### src/design/dma_pkg.sv
// Shared types and constants for the decimating moving average.
// No dependencies; imported by the top level, dma_core and dma_outbuf.
package dma_pkg;

  localparam int SAMPLE_W     = 10;
  localparam int SUM_W        = 14;
  localparam int AVG_W        = 12;
  localparam int LEVEL_W      = 12;
  localparam int GROUP_W      = 4;
  localparam int GROUP_BLOCKS = 16;
  localparam int AVG_SHIFT    = 6;
  localparam int ROUND_BIAS   = 32;
  localparam int SUM_MAX      = 16383;
  localparam int AVG_MAX      = 4095;

  localparam int DEF_WINDOW_DEPTH = 16;
  localparam int DEF_BLOCK_LENGTH = 16;

  typedef enum logic {
    OP_SAMPLE  = 1'b0,
    OP_RESTART = 1'b1
  } op_t;

  typedef struct packed {
    logic [AVG_W-1:0] average;
    logic [SUM_W-1:0] block_sum;
    logic             group_end;
  } result_t;

endpackage

### src/design/decimating_moving_average.sv
// Top level of the decimating moving average.
// Depends on dma_pkg, dma_core (with dma_ram) and dma_outbuf.
//
// Input channel (in_valid / in_stall, in_op, in_sample): one transaction per
// converter sample, or a restart that refills the window with the configured
// level times four. One transaction can be taken every cycle, unless in_stall.
// Result channel (out_valid / out_stall): one transaction per finished block of
// BLOCK_LENGTH samples, carrying the rounded window average, the block sum and
// a flag on every sixteenth result. When the last sample of a block is
// accepted, its result is registered in the output register or the skid entry.
// Configuration (cfg_valid / cfg_ready, cfg_data): the 12-bit restart level;
// cfg_ready is always high.
// Throughput is one item per cycle while in_stall is low, set by the update of
// the running window total against the window entry store, whose read is
// prefetched at the write pointer.
// Reset clears the level, block and group counts, the window total and the
// per-entry valid bits; the entry store itself is not swept, so the block is
// ready as soon as reset is released.
// When the receiver stalls, the result is held and one further result fits in
// a skid entry; in_stall rises only while that skid entry is occupied.
module decimating_moving_average
  import dma_pkg::*;
#(
  parameter int WINDOW_DEPTH = DEF_WINDOW_DEPTH,
  parameter int BLOCK_LENGTH = DEF_BLOCK_LENGTH
) (
  input  logic                clk,
  input  logic                rst_n,
  input  logic                in_valid,
  output logic                in_stall,
  input  logic                in_op,
  input  logic [SAMPLE_W-1:0] in_sample,
  output logic                out_valid,
  input  logic                out_stall,
  output logic [AVG_W-1:0]    out_average,
  output logic [SUM_W-1:0]    out_block_sum,
  output logic                out_group_end,
  input  logic                cfg_valid,
  output logic                cfg_ready,
  input  logic [LEVEL_W-1:0]  cfg_data
);

  logic [LEVEL_W-1:0] level_r;
  logic               accept;
  logic               push;
  logic               full;
  result_t            result;
  result_t            out_data;

  assign cfg_ready = 1'b1;

  always_ff @(posedge clk) begin
    if (!rst_n) begin
      level_r <= '0;
    end else if (cfg_valid && cfg_ready) begin
      level_r <= cfg_data;
    end
  end

  assign in_stall = full;
  assign accept   = in_valid && !in_stall;

  dma_core #(
    .WINDOW_DEPTH (WINDOW_DEPTH),
    .BLOCK_LENGTH (BLOCK_LENGTH)
  ) u_core (
    .clk    (clk),
    .rst_n  (rst_n),
    .accept (accept),
    .op     (in_op),
    .sample (in_sample),
    .level  (level_r),
    .push   (push),
    .result (result)
  );

  dma_outbuf u_outbuf (
    .clk       (clk),
    .rst_n     (rst_n),
    .push      (push),
    .push_data (result),
    .full      (full),
    .out_valid (out_valid),
    .out_stall (out_stall),
    .out_data  (out_data)
  );

  assign out_average   = out_data.average;
  assign out_block_sum = out_data.block_sum;
  assign out_group_end = out_data.group_end;

endmodule

### src/design/dma_ram.sv
// Generic single-write, single-read RAM with registered read data.
// No dependencies.
module dma_ram #(
  parameter int WIDTH = 8,
  parameter int DEPTH = 16
) (
  input  logic                     clk,
  input  logic                     wr_en,
  input  logic [$clog2(DEPTH)-1:0] wr_addr,
  input  logic [WIDTH-1:0]         wr_data,
  input  logic [$clog2(DEPTH)-1:0] rd_addr,
  output logic [WIDTH-1:0]         rd_data
);

  logic [WIDTH-1:0] mem [DEPTH];
  logic [WIDTH-1:0] rd_data_r;

  always_ff @(posedge clk) begin
    if (wr_en) begin
      mem[wr_addr] <= wr_data;
    end
    rd_data_r <= mem[rd_addr];
  end

  assign rd_data = rd_data_r;

endmodule

### src/design/dma_core.sv
// Block accumulator, window bookkeeping and rounding of the decimating average.
// Depends on dma_pkg and dma_ram (window entry store).
module dma_core
  import dma_pkg::*;
#(
  parameter int WINDOW_DEPTH = DEF_WINDOW_DEPTH,
  parameter int BLOCK_LENGTH = DEF_BLOCK_LENGTH
) (
  input  logic                clk,
  input  logic                rst_n,
  input  logic                accept,
  input  logic                op,
  input  logic [SAMPLE_W-1:0] sample,
  input  logic [LEVEL_W-1:0]  level,
  output logic                push,
  output result_t             result
);

  localparam int POS_W   = $clog2(WINDOW_DEPTH);
  localparam int CNT_W   = $clog2(BLOCK_LENGTH);
  localparam int TOTAL_W = SUM_W + $clog2(WINDOW_DEPTH);
  localparam int RND_W   = (TOTAL_W + 1 > AVG_W + 1) ? TOTAL_W + 1 : AVG_W + 1;

  logic [SUM_W-1:0]        acc_r, acc_nxt;
  logic [CNT_W-1:0]        cnt_r, cnt_nxt;
  logic [POS_W-1:0]        pos_r, pos_nxt;
  logic [TOTAL_W-1:0]      total_r, total_nxt;
  logic [GROUP_W-1:0]      grp_r, grp_nxt;
  logic [SUM_W-1:0]        fill_r, fill_nxt;
  logic [WINDOW_DEPTH-1:0] valid_r, valid_nxt;

  logic               is_restart;
  logic               is_sample;
  logic               last;
  logic [SUM_W:0]     acc_sum;
  logic [SUM_W-1:0]   acc_sat;
  logic [SUM_W-1:0]   rd_data;
  logic [SUM_W-1:0]   old_entry;
  logic [SUM_W-1:0]   new_fill;
  logic [TOTAL_W-1:0] total_upd;
  logic [RND_W-1:0]   rnd;
  logic [RND_W-1:0]   avg_wide;
  logic [AVG_W-1:0]   avg;
  logic               wr_en;

  assign is_restart = accept && (op == OP_RESTART);
  assign is_sample  = accept && (op == OP_SAMPLE);
  assign last       = (cnt_r == CNT_W'(BLOCK_LENGTH - 1));

  assign acc_sum = {1'b0, acc_r} + (SUM_W + 1)'(sample);
  assign acc_sat = (acc_sum > (SUM_W + 1)'(SUM_MAX)) ? SUM_W'(SUM_MAX) : acc_sum[SUM_W-1:0];

  // Entries not written since the last restart (or reset) hold the fill level
  assign old_entry = valid_r[pos_r] ? rd_data : fill_r;
  assign total_upd = total_r - TOTAL_W'(old_entry) + TOTAL_W'(acc_sat);

  assign rnd      = RND_W'(total_upd) + RND_W'(ROUND_BIAS);
  assign avg_wide = rnd >> AVG_SHIFT;
  assign avg      = (avg_wide > RND_W'(AVG_MAX)) ? AVG_W'(AVG_MAX) : avg_wide[AVG_W-1:0];

  assign new_fill = {level, 2'b00};
  assign wr_en    = is_sample && last;

  dma_ram #(
    .WIDTH (SUM_W),
    .DEPTH (WINDOW_DEPTH)
  ) u_window (
    .clk     (clk),
    .wr_en   (wr_en),
    .wr_addr (pos_r),
    .wr_data (acc_sat),
    .rd_addr (pos_r),
    .rd_data (rd_data)
  );

  always_comb begin
    acc_nxt   = acc_r;
    cnt_nxt   = cnt_r;
    pos_nxt   = pos_r;
    total_nxt = total_r;
    grp_nxt   = grp_r;
    fill_nxt  = fill_r;
    valid_nxt = valid_r;
    if (is_restart) begin
      fill_nxt  = new_fill;
      valid_nxt = '0;
      total_nxt = TOTAL_W'(TOTAL_W'(new_fill) * TOTAL_W'(WINDOW_DEPTH));
    end else if (is_sample) begin
      if (last) begin
        acc_nxt         = '0;
        cnt_nxt         = '0;
        total_nxt       = total_upd;
        valid_nxt[pos_r] = 1'b1;
        pos_nxt         = (pos_r == POS_W'(WINDOW_DEPTH - 1)) ? '0 : pos_r + 1'b1;
        grp_nxt         = grp_r + 1'b1;
      end else begin
        acc_nxt = acc_sat;
        cnt_nxt = cnt_r + 1'b1;
      end
    end
  end

  always_ff @(posedge clk) begin
    if (!rst_n) begin
      acc_r   <= '0;
      cnt_r   <= '0;
      pos_r   <= '0;
      total_r <= '0;
      grp_r   <= '0;
      fill_r  <= '0;
      valid_r <= '0;
    end else begin
      acc_r   <= acc_nxt;
      cnt_r   <= cnt_nxt;
      pos_r   <= pos_nxt;
      total_r <= total_nxt;
      grp_r   <= grp_nxt;
      fill_r  <= fill_nxt;
      valid_r <= valid_nxt;
    end
  end

  assign push             = wr_en;
  assign result.average   = avg;
  assign result.block_sum = acc_sat;
  assign result.group_end = (grp_r == GROUP_W'(GROUP_BLOCKS - 1));

  a_pos_range: assert property (@(posedge clk) disable iff (!rst_n)
    pos_r <= POS_W'(WINDOW_DEPTH - 1))
    else $error("window pointer beyond depth");

  a_restart_keeps_block: assert property (@(posedge clk) disable iff (!rst_n)
    is_restart |=> $stable(cnt_r) && $stable(acc_r) && $stable(pos_r) && valid_r == '0)
    else $error("restart disturbed block in progress");

  a_push_clears_block: assert property (@(posedge clk) disable iff (!rst_n)
    push |=> cnt_r == '0 && acc_r == '0)
    else $error("block state not cleared after completion");

endmodule

### src/design/dma_outbuf.sv
// Output register with one skid entry for the result channel.
// Depends on dma_pkg (result_t).
module dma_outbuf
  import dma_pkg::*;
(
  input  logic    clk,
  input  logic    rst_n,
  input  logic    push,
  input  result_t push_data,
  output logic    full,
  output logic    out_valid,
  input  logic    out_stall,
  output result_t out_data
);

  logic    out_valid_r, out_valid_nxt;
  logic    skid_valid_r, skid_valid_nxt;
  result_t out_r, out_nxt;
  result_t skid_r, skid_nxt;
  logic    pop;

  assign pop = out_valid_r && !out_stall;

  always_comb begin
    out_valid_nxt  = out_valid_r;
    skid_valid_nxt = skid_valid_r;
    out_nxt        = out_r;
    skid_nxt       = skid_r;
    if (!out_valid_r || pop) begin
      // Output slot free: drain the skid first, else take the new result
      if (skid_valid_r) begin
        out_nxt        = skid_r;
        out_valid_nxt  = 1'b1;
        skid_valid_nxt = 1'b0;
      end else begin
        out_nxt       = push_data;
        out_valid_nxt = push;
      end
    end else if (push) begin
      skid_nxt       = push_data;
      skid_valid_nxt = 1'b1;
    end
  end

  always_ff @(posedge clk) begin
    if (!rst_n) begin
      out_valid_r  <= 1'b0;
      skid_valid_r <= 1'b0;
    end else begin
      out_valid_r  <= out_valid_nxt;
      skid_valid_r <= skid_valid_nxt;
    end
    out_r  <= out_nxt;
    skid_r <= skid_nxt;
  end

  assign full      = skid_valid_r;
  assign out_valid = out_valid_r;
  assign out_data  = out_r;

  a_skid_behind_out: assert property (@(posedge clk) disable iff (!rst_n)
    skid_valid_r |-> out_valid_r)
    else $error("skid holds a result ahead of the output register");

  a_no_push_when_full: assert property (@(posedge clk) disable iff (!rst_n)
    skid_valid_r |-> !push)
    else $error("result pushed while skid entry occupied");

endmodule
### config.mk
export PLATFORM = sky130hd
export DESIGN_NAME = decimating_moving_average
export DESIGN_NICKNAME = d
export VERILOG_FILES = /design/src/design/dma_pkg.sv /design/src/design/decimating_moving_average.sv /design/src/design/dma_ram.sv /design/src/design/dma_core.sv /design/src/design/dma_outbuf.sv
export SDC_FILE = /design/constraint.sdc
export NUM_CORES = 1
export LEC_CHECK = 0
export BUFFER_PORTS_ARGS = -buffer_cell sky130_fd_sc_hd__clkbuf_2
export CAP_MARGIN = 20
export CORE_AREA = 3 3 194 196
export CTS_BUF_LIST = sky130_fd_sc_hd__clkbuf_4
export CTS_CLUSTER_SIZE = 30
export DETAILED_ROUTE_END_ITERATION = 7
export DIE_AREA = 0 0 197 199
export MAX_ROUTING_LAYER = met4
export PLACE_DENSITY_LB_ADDON = 0.15
export SLEW_MARGIN = 30
export SYNTH_ARGS = -nofsm -noshare
export SYNTH_HDL_FRONTEND = slang
export SYNTH_SLANG_ARGS = --single-unit
### constraint.sdc
create_clock -name clk -period 14.95 [get_ports clk]
set_input_delay 2.2425 -clock clk [delete_from_list [all_inputs] [get_ports clk]]
set_output_delay 2.2425 -clock clk [all_outputs]
set_load 0.01 [all_outputs]
# After elaboration in Yosys (flattened, before gate mapping)
# Memories as Yosys holds them, arrays and structs flattened. A register that Yosys moved wholly into a read port is not among the register bits.
# Cells that the tools add are included.
[totals]
mem_bits_ro = 0
ram_bits = 224
out_inout_bits = 30
latchBits = 0
in_bits = 28
ff_bits = 140
mem_count = 1
elab_cells = 73
[op_classes]
n_div = 0
n_addsub = 7
mux = 17
n_shift = 0
reduce_logical = 19
n_mul = 0
n_eq_ne = 3
bitwise = 5
order_cmp = 4
[mem_list]
columns = ["name", "depth", "width", "rd", "rd_clocked_by_memory_dff", "write_ports", "line_no", "text"]
rows = [
  ["u_core.u_window.mem", 16, 14, 1, 1, 1, "dma_ram.sv:15", "logic [WIDTH-1:0] mem [DEPTH];"],
]
[op_table]
columns = ["operator", "n"]
rows = [
  ["two-way mux 18 bit", 3],
  ["two-way mux 14 bit", 3],
  ["two-way mux 27 bit", 1],
  ["adder 18 x 6 -> 19 bit, second input constant", 1],
  ["adder 18 x 14 -> 18 bit", 1],
  ["subtractor 18 x 14 -> 18 bit", 1],
  ["bitwise OR 16 bit", 1],
  ["adder 14 x 10 -> 15 bit", 1],
  ["greater-than comparator 15 x 14 -> 1 bit, second input constant", 1],
  ["greater-than comparator 13 x 12 -> 1 bit, second input constant", 1],
  ["adder 4 x 1 -> 4 bit, second input constant", 3],
  ["== test 4 bit, second input constant", 3],
  ["two-way mux 12 bit", 1],
  ["two-way mux 4 bit", 2],
  ["AND reduction 2 bit", 4],
  ["logical AND 1 bit", 6],
  ["less-than comparator 4 x 5 -> 1 bit, second input constant", 1],
  ["two-way mux 1 bit", 5],
  ["binary-select mux 1 bit (select 4 bit)", 1],
  ["demux 1 bit (select 4 bit)", 1],
  ["greater-or-equal comparator 4 x 1 -> 1 bit, second input constant", 1],
  ["NOT 1 bit", 4],
  ["nonzero test 2 bit", 2],
  ["OR reduction 2 bit", 2],
  ["other kinds (3)", 5],
]

# Longest topological paths before layout
# Gate-level depths: netlist of run 1.
[depth]
depth_word = 9
depth_mapped = 25
mapped_depth_nobuf = 24

# Modules after synthesis
# A second synthesis of run 1 with hierarchy kept.
[unflattened]
cells_unflattened = 1158
hier_area_um2 = 16629.7
[by_module_without_submodules]
columns = ["mod", "cells_each", "area_each_um2", "n_inst", "seq_area_each_um2"]
rows = [
  ["dma_ram", 379, 8763.4, 1, 7006.7],
  ["dma_core", 647, 5273.8, 1, 1441.4],
  ["dma_outbuf", 91, 2124.5, 1, 1661.6],
  ["decimating_moving_average", 41, 467.9, 1, 240.2],
]

# Worst setup path after synthesis of run 1
# No wires, ideal clock.
[synth_path]
path_type = "in2reg"
from = "input port in_sample[0]"
to = "register u_outbuf.out_r, in the netlist u_outbuf.out_data[26] (data pin)"
setup_ps = 260
cell_stages = 24
required_time_ps = 14690
path_slack_ps = 7137
n_path_buf = 1
arrival_ps = 7553
path_cell_list = "ha_1 -> fa_1 -> a21o_1 -> a21oi_1 -> o21bai_1 -> a21oi_1 -> o31ai_1 -> nand3_1 -> clkbuf_1 -> nand2b_1 -> fa_1 -> inv_1 -> fa_1 -> nand2b_1 -> a21o_2 -> nand3b_1 -> nor2b_1 -> ha_1 -> inv_1 -> nor3_1 -> nand4_1 -> nor4_2 -> mux2_2 -> mux2_4"
[synth_lines]
columns = ["item", "line_no", "text"]
rows = [
  ["start, declared", "decimating_moving_average.sv:32", "input logic [SAMPLE_W-1:0] in_sample,"],
  ["end signal, assigned", "dma_outbuf.sv:53", "out_r <= out_nxt;"],
  ["end, declared", "dma_outbuf.sv:18", "result_t out_r, out_nxt;"],
]

==> impl_metrics.yaml, run 1 <==
synthesis:
  ys_types: 77
  synth_seq_cells: 378
  syn-instance-count: 1092
  synthFlopType: "edfxtp_1"
  ys_async_sr_fraction_pct: 0
  yosysSeqAreaShare_pct: 63.9
  synth_edf_count: 278
  avgSynthCellArea_um2: 14.8
  syn_nets: 1170
  yosys_warnings: 0
  syn_area_mm2: 0.0162
sta:
  fin_crit_sh_pct: 55.4
  whs_ns: 0.453
  drv_slew: 0
  hold_viol_final: 0
  rsz0062_at_grt: "false"
  fmax_mhz: 121
  setup_viol: 0
  min_period_ns: 8.29
  finalSetupTns_ns: 0
  finClkSkew_ns: 0.0374
  worstMarginPinSlew_ns: 0.984
  max_slew_margin_pct: 34.4
power:
  leakagePower_nw: 6.56
  powerDensity_mw_per_mm2: 137
  ir_drop_v: 0.0000649
min_path:
  hold_start: "u_core.fill_r[5]"
  min_path_type: "reg2reg"
  holdPathStages: 2
clock_network:
  tritoncts: "done"
  cts_made_buffers: 98
  cts.clk_slew.worst_paths_ns: 0.06
  cts_resized: 0
  cts.sinks: 378
  cts_setup_buffers: 0
  htree_levels: 3
  cts-root-buf: "clkbuf_4"
  clock_latency_ns: 0.76
  cts.path.max_buffers: 3
  cts_hold_buffers: 0
setup_path:
  worst_path_max_delay_cell: "nand2b_1"
  startpoint: "in_sample[0]"
  slowest_delay_ns: 0.84
  cp.required_ns: 15.52
  cp_max_fo: 20
  r2r_start: "u_core.acc_r[0]"
  cp.arrival_ns: 8.86
  critPathLaunchType: "input port"
  worstSetupPathType: "in2reg"
  critPathCaptureType: "flip-flop"
  crit_chain: "clkbuf_2 -> ha_1 -> fa_1 -> a21o_1 -> a21oi_1 -> o21bai_1 -> a21oi_1 -> o31ai_1 -> nand3_1 -> nand2b_1 -> fa_1 -> ha_1 -> a211oi_1 -> o211ai_2 -> a21boi_0 -> xnor2_2 -> nand3b_2 -> nor3_1 -> nand3_1 -> a31oi_1"
  worstRegToRegCells: 19
floorplan:
  core_area_mm2: 0.0363
  die-area_mm2: 0.0392
  start_util_pct: 44.6
  die_width_um: 197
  rows: 70
  num_io_pins: 58
  die_h_um: 199
run_status:
  status: "finished, final reports clean"
global_route:
  grt_pass1_vias: 9795
  grt_max_degree: 59
  grt_pass1_wl_mm: 58.4
  grt-ovfl-total: 0
  antenna_found_initial: 1
  track_usage_pct: 20.6
finish:
  fin_nets: 1304
  final_common_cell: "edfxtp_1"
  drive_gt1_share_pct: 28.1
  fin_area_mm2: 0.0184
  final_util_pct: 50.8
  area_growth_pct: 13.7
  final_cell_mix: "278 x edfxtp_1, 146 x clkbuf_4, 105 x nor2_1"
job:
  drv_cap: 0
routing:
  antenna_left: 0
  route.detailed.drc: 0
  routed_via_density: 5.49
  routed_wl_mm: 38.2
  via_count: 9778
  drt_pass1_iterations: 5
  wl_per_cell_um: 21.5
  drt_iter0_drc: 773
placed_design:
  placed_cell_area_mm2: 0.0171
  numPortBuffers: 56
  dpl.hpwl_mm: 24.4
  place_congestion: 0.838
[per-stage QoR]
| stage | cells | power [W] | setup slack (ns) |
|---|---|---|---|
| after global placement | 1594 | 0.00163 | 6.17 |
| after global routing | 1780 | 0.00266 | 6.06 |
| after CTS | 1779 | 0.00255 | 6.77 |
| after detailed placement | 1594 | 0.00164 | 5.92 |
| after floorplan | 1092 | 0.00152 | 7.14 |
| final | 1780 | 0.00252 | 6.66 |
[final cells by class]
type | instances | area (µm²)
Clock buffer | 146 | 1100
Tap cell | 468 | 586
Antenna cell | 1 | 2.50
Inverter | 20 | 75.1
Fill cell | 3218 | 17900
Multi-Input combinational cell | 640 | 5560
Sequential cell | 378 | 10400
Timing Repair Buffer | 88 | 520
Clock inverter | 39 | 214
[layer usage]
| metal | vias up | GRT usage [%] | part of all wire, % |
|---|---|---|---|
| met2 | 306 | 31.5 | 47 |
| met3 | 58 | 4.42 | 5.8 |
| met1 | 4882 | 27.9 | 45 |
| li1 | 4532 | - | - |
| met4 | 0 | 6.71 | 1.9 |
| met5 | - | - | 0 |
[power breakdown]
group,switching (W),internal [W]
registers,0.0000117,0.00119
logic,0.000254,0.000155
clock network,0.000422,0.000484
[state kept, by name (all words and copies together) (netlist names)]
name                     count
u_core.grp_r                 4
u_core.u_window.rd_data     14
u_outbuf.out_valid           1
u_core.cnt_r                 4
u_core.total_r              18
u_core.fill_r               12
u_core.pos_r                 4
u_outbuf.skid_r             27
u_outbuf.out_data           27
level_r                     12
u_core.valid_r              16
u_core.u_window.mem        224
u_outbuf.full                1
u_core.acc_r                14
[cell families (layout without fill, tap and decap cells)]
| family | after synthesis | after routing | synth area share, % |
|---|---|---|---|
| multiplexers | 116 | 116 | 13.1 |
| buffers and inverters | 74 | 293 | 1.90 |
| AO/OA/AOI/OAI | 163 | 163 | 7.00 |
| adder cells (fa/ha/maj) | 50 | 50 | 4.56 |
| XOR/XNOR | 28 | 28 | 1.56 |
| other | 1 | 2 | 0.0232 |
| flip-flops | 378 | 378 | 63.9 |
| AND/OR/NAND/NOR | 282 | 282 | 7.88 |
[cells in the mapped netlist (all sizes together), types with 6 or more instances]
| library cell | number | area share (%) |
|---|---|---|
| mux2i | 24 | 1.5 |
| nand2 | 93 | 2.2 |
| nand2b | 10 | 0.39 |
| edfxtp | 278 | 52 |
| a211oi | 11 | 0.54 |
| o21ai | 13 | 0.40 |
| mux2 | 17 | 1.2 |
| a31oi | 13 | 0.50 |
| dfxtp | 100 | 12 |
| mux4 | 75 | 10 |
| a21oi | 55 | 1.7 |
| fa | 15 | 1.9 |
| xor2 | 14 | 0.76 |
| inv | 19 | 0.44 |
| nand3 | 7 | 0.22 |
| and2 | 7 | 0.28 |
| nor2 | 107 | 2.5 |
| buf | 17 | 0.58 |
| xnor2 | 14 | 0.80 |
| a21o | 12 | 0.58 |
| nor3 | 23 | 0.74 |
| a222oi | 10 | 0.62 |
| ha | 35 | 2.7 |
| and3 | 9 | 0.36 |
| a22o | 11 | 0.60 |
| clkbuf | 37 | 0.86 |
| nand4 | 6 | 0.27 |
[path summary, 6_finish.rpt]
check	end	slack, ns
min reg2reg	u_core.fill_r[5]	0.45
max	u_outbuf.out_data[16]	6.66
max reg2reg	u_outbuf.out_data[16]	7.89
min	u_core.fill_r[5]	0.45
[worst max-delay path, delay by kind of cell]
family | cells | cell delay, ns
and+or+nand+nor | 5 | 2.39
buffers and inverters | 1 | 0.09
AOI/OAI and AO/OA | 9 | 2.60
xor gates and xnor gates | 1 | 0.22
adders and majority gates | 4 | 1.29
Note: power is estimated with default switching activity, not from simulation.
==> run 2, diff against run 1 <==
--- a/config.mk
+++ b/config.mk
@@ -5,13 +5,14 @@
 export SDC_FILE = /design/constraint.sdc
 export NUM_CORES = 1
 export LEC_CHECK = 0
+export ABC_AREA = 1
 export BUFFER_PORTS_ARGS = -buffer_cell sky130_fd_sc_hd__clkbuf_2
 export CAP_MARGIN = 20
-export CORE_AREA = 3 3 194 196
+export CORE_AREA = 3 3 197 199
 export CTS_BUF_LIST = sky130_fd_sc_hd__clkbuf_4
 export CTS_CLUSTER_SIZE = 30
 export DETAILED_ROUTE_END_ITERATION = 7
-export DIE_AREA = 0 0 197 199
+export DIE_AREA = 0 0 200 202
 export MAX_ROUTING_LAYER = met4
 export PLACE_DENSITY_LB_ADDON = 0.15
 export SLEW_MARGIN = 30
==> constraint.sdc (replaced) <==
create_clock -name clk -period 6.65 [get_ports clk]
set_input_delay 0.9975 -clock clk [delete_from_list [all_inputs] [get_ports clk]]
set_output_delay 0.9975 -clock clk [all_outputs]
set_load 0.01 [all_outputs]
==> run 2 against run 1 <==
Compared with the run above: utilization increased by 0.12 points; register-to-register slack got worse by 6.7 ns; worst hold slack improved by 0.0088 ns; cell count increased by 34%; clock power increased by 130%; routed wire length increased by 18%; clock skew increased by 0.040 ns; non-clock buffer count increased by 14; sequential power increased by 120%; synthesized cell count increased by 52%; count of clock-buffer cells in the layout increased by 12.
==> impl_metrics.yaml, run 2 <==
synthesis:
  syn_nets: 1737
  synth_seq_cells: 378
  synthFlopType: "edfxtp_1"
  yosysSeqAreaShare_pct: 62.1
  yosys_warnings: 0
  synth_compound_area_share_pct: 10.7
  synth_xor_area_share_pct: 0.841
  synth_top_family_by_area: "simple AND/OR/NAND/NOR gates"
  yosys.area.top_type: "edfxtp_1"
  synth_top_area_share_pct: 50.1
  syn_area_mm2: 0.0167
  synth_fa_ha_area_share_pct: 4.43
  synth_mux_area_share_pct: 0
  synth_top_cells_by_count: "333 x nand2_1, 278 x edfxtp_1, 246 x nor2_1"
  avgSynthCellArea_um2: 10.0
  syn-instance-count: 1659
  ys_types: 42
  synth.most_common_cell: "nand2_1"
  synth.top_cells.by_area: "edfxtp_1 50%, dfxtp_1 12%, nand2_1 7.5%"
  ys_async_sr_fraction_pct: 0
  synth_edf_count: 278
  yosys.area_share.simple_pct: 17.2
sta:
  fin_ws_ns: 1.22
  drv_slew: 0
  min_period_ns: 5.43
  finalSetupTns_ns: 0
  hold_viol_final: 0
  fmax_mhz: 184
  fin_crit_sh_pct: 81.6
  setup_viol: 0
  finClkSkew_ns: 0.0776
  rsz0062_at_grt: "false"
  max_slew_margin_pct: 37.9
  worstMarginPinSlew_ns: 0.929
finish:
  largest_reg_flops: 224
  multi_input_area_mm2: 0.00555
  final_common_cell: "nand2_1"
  final_util_pct: 50.9
  nFillCells: 3523
  fin_nets: 1870
  drive_gt1_share_pct: 17.8
  area_growth_pct: 14.2
  fin_area_mm2: 0.0190
  largest_register: "u_core.u_window.mem"
  seq_area_mm2: 0.0104
  final_cell_mix: "333 x nand2_1, 278 x edfxtp_1, 239 x nor2_1"
global_route:
  grt_pass1_vias: 12300
  antenna_found_initial: 2
  track_usage_pct: 23.3
  grt_max_degree: 60
  grt-ovfl-total: 0
  grt_pass1_wl_mm: 69.7
min_path:
  holdPathStages: 2
  worstHoldEndpoint: "u_core.total_r[0]"
  hold_start: "u_core.total_r[0]"
  min_path_type: "reg2reg"
placed_design:
  placed_cell_area_mm2: 0.0177
  dpl.hpwl_mm: 29.0
  place_congestion: 0.907
  numPortBuffers: 56
  pre_cts_slack_ns: 0.711
clock_network:
  cts.clk_slew.worst_paths_ns: 0.06
  cts_hold_buffers: 0
  htree_levels: 3
  cts_resized: 0
  cts.path.max_buffers: 3
  cts.sinks: 378
  tritoncts: "done"
  cts_made_buffers: 100
  cts-root-buf: "clkbuf_4"
  cts_setup_buffers: 0
  clock_latency_ns: 0.80
run_status:
  status: "finished, final reports clean"
floorplan:
  die-area_mm2: 0.0404
  start_util_pct: 44.5
  core_area_mm2: 0.0374
  die_h_um: 202
  die_width_um: 200
  num_io_pins: 58
  rows: 71
setup_path:
  cp.required_ns: 7.16
  worstSetupPathType: "reg2reg"
  r2r_start: "u_core.pos_r[0]"
  critPathLaunchType: "flip-flop"
  critPathCaptureType: "flip-flop"
  rrSetupSlack_ns: 1.22
  cp.arrival_ns: 5.94
  r2r-end: "u_outbuf.out_data[24]"
  startpoint: "u_core.pos_r[0]"
  worstRegToRegCells: 25
  cp_max_fo: 46
routing:
  via_count: 12400
  routed_via_density: 5.18
  wl_per_cell_um: 18.9
  routed_wl_mm: 45.3
  antenna_left: 0
  drt_pass1_iterations: 5
  met2_length_mm: 21.6
  met3_length_mm: 2.49
  route.detailed.drc: 0
  top_layer: "met4"
  wl_met1_mm: 20.3
  drt_iter0_drc: 889
power:
  sw_frac_of_total_pct: 29.1
  combPwrFrac_pct: 17.7
  ir_drop_v: 0.000168
  powerDensity_mw_per_mm2: 306
  internal-power_w: 0.00412
  total_power_w: 0.00582
  switchingPower_w: 0.00169
  seqPwrFrac_pct: 46.3
  leakagePower_nw: 7.56
  power_frac_clock_pct: 36.0
job:
  drv_cap: 0
==> run 2: cell count changes in the layout (fill, tap and decap cells not counted), moves of 16 or more <==
cell and delta:
nand2_1 +240, o21ai_0 +155, nor2_1 +134, inv_1 +100
mux4_2 -75, o22ai_1 +72, nand3_1 +32, mux2i_1 -24
nand4_1 +19, mux2_2 -16
==> run 2: cell families (layout without fill, tap and decap cells) <==
family / Yosys count / in the layout
buffers and inverters: 202 / 422
AO/OA/AOI/OAI: 323 / 323
adder cells (fa/ha/maj): 50 / 50
other: 1 / 4
AND/OR/NAND/NOR: 689 / 689
flip-flops: 378 / 378
XOR/XNOR: 16 / 16
==> run 2: how the worst max path moves through the flow <==
stage,endpoint,cells past startpoint
3_5_place_dp,u_outbuf.out_data[24],31
5_1_grt,u_outbuf.out_data[24],26
4_1_cts,u_outbuf.out_data[24],25
2_1_floorplan,u_outbuf.out_data[24],30
6_report,u_outbuf.out_data[24],25
3_3_place_gp,u_outbuf.out_data[24],31
==> run 2: metal layers <==
metal / global-route usage, % / up-vias
met5: - / -
met4: 7.58 / 0
met3: 4.53 / 68
met2: 36.1 / 338
met1: 31.2 / 5953
li1: - / 6037
==> run 2: power groups by stage <==
stage / clock network (W) / logic (W) / registers [W]
2_1_floorplan: 0 / 0.000673 / 0.00277
3_3_place_gp: 0 / 0.00102 / 0.00275
3_5_place_dp: 0 / 0.00103 / 0.00275
4_1_cts: 0.00215 / 0.00103 / 0.00270
5_1_grt: 0.00228 / 0.00116 / 0.00270
6_report: 0.00209 / 0.00103 / 0.00269
==> run 2: layout make-up <==
type	instances	share of cell area, %
Antenna cell	3	0.0394
Clock buffer	158	6.23
Clock inverter	31	0.901
Inverter	131	2.59
Multi-Input combinational cell	1079	29.2
Sequential cell	378	54.4
Tap cell	511	3.36
Timing Repair Buffer	102	3.29
==> run 2: critical path, stage by stage (launching register included) <==
cell and delay (ns):
dfxtp_4 0.47, clkinv_2 0.54, o21ai_0 0.38, o22ai_1 0.15, nand2_1 0.08, nand4_1 0.18, inv_1 0.54, o21ai_0 0.32
fa_1 0.51, ha_1 0.40, nand2_1 0.09, nor2_2 0.13, nand2_1 0.09, nand3_2 0.08, nand2_1 0.06, nand2_2 0.10
ha_1 0.23, nand3_2 0.12, nor2_2 0.15, nand3_2 0.13, inv_2 0.09, nand2_1 0.05, nand2_1 0.06, nand3_1 0.09
nand2_1 0.07, nand2_1 0.05
==> run 2: stage by stage <==
stage | cells | hold WS [ns]
after CTS | 2390 | 0.383
final | 2393 | 0.462
after detailed placement | 2201 | 0.451
after global routing | 2393 | 0.391
after floorplan | 1659 | 0.435
after global placement | 2201 | 0.444
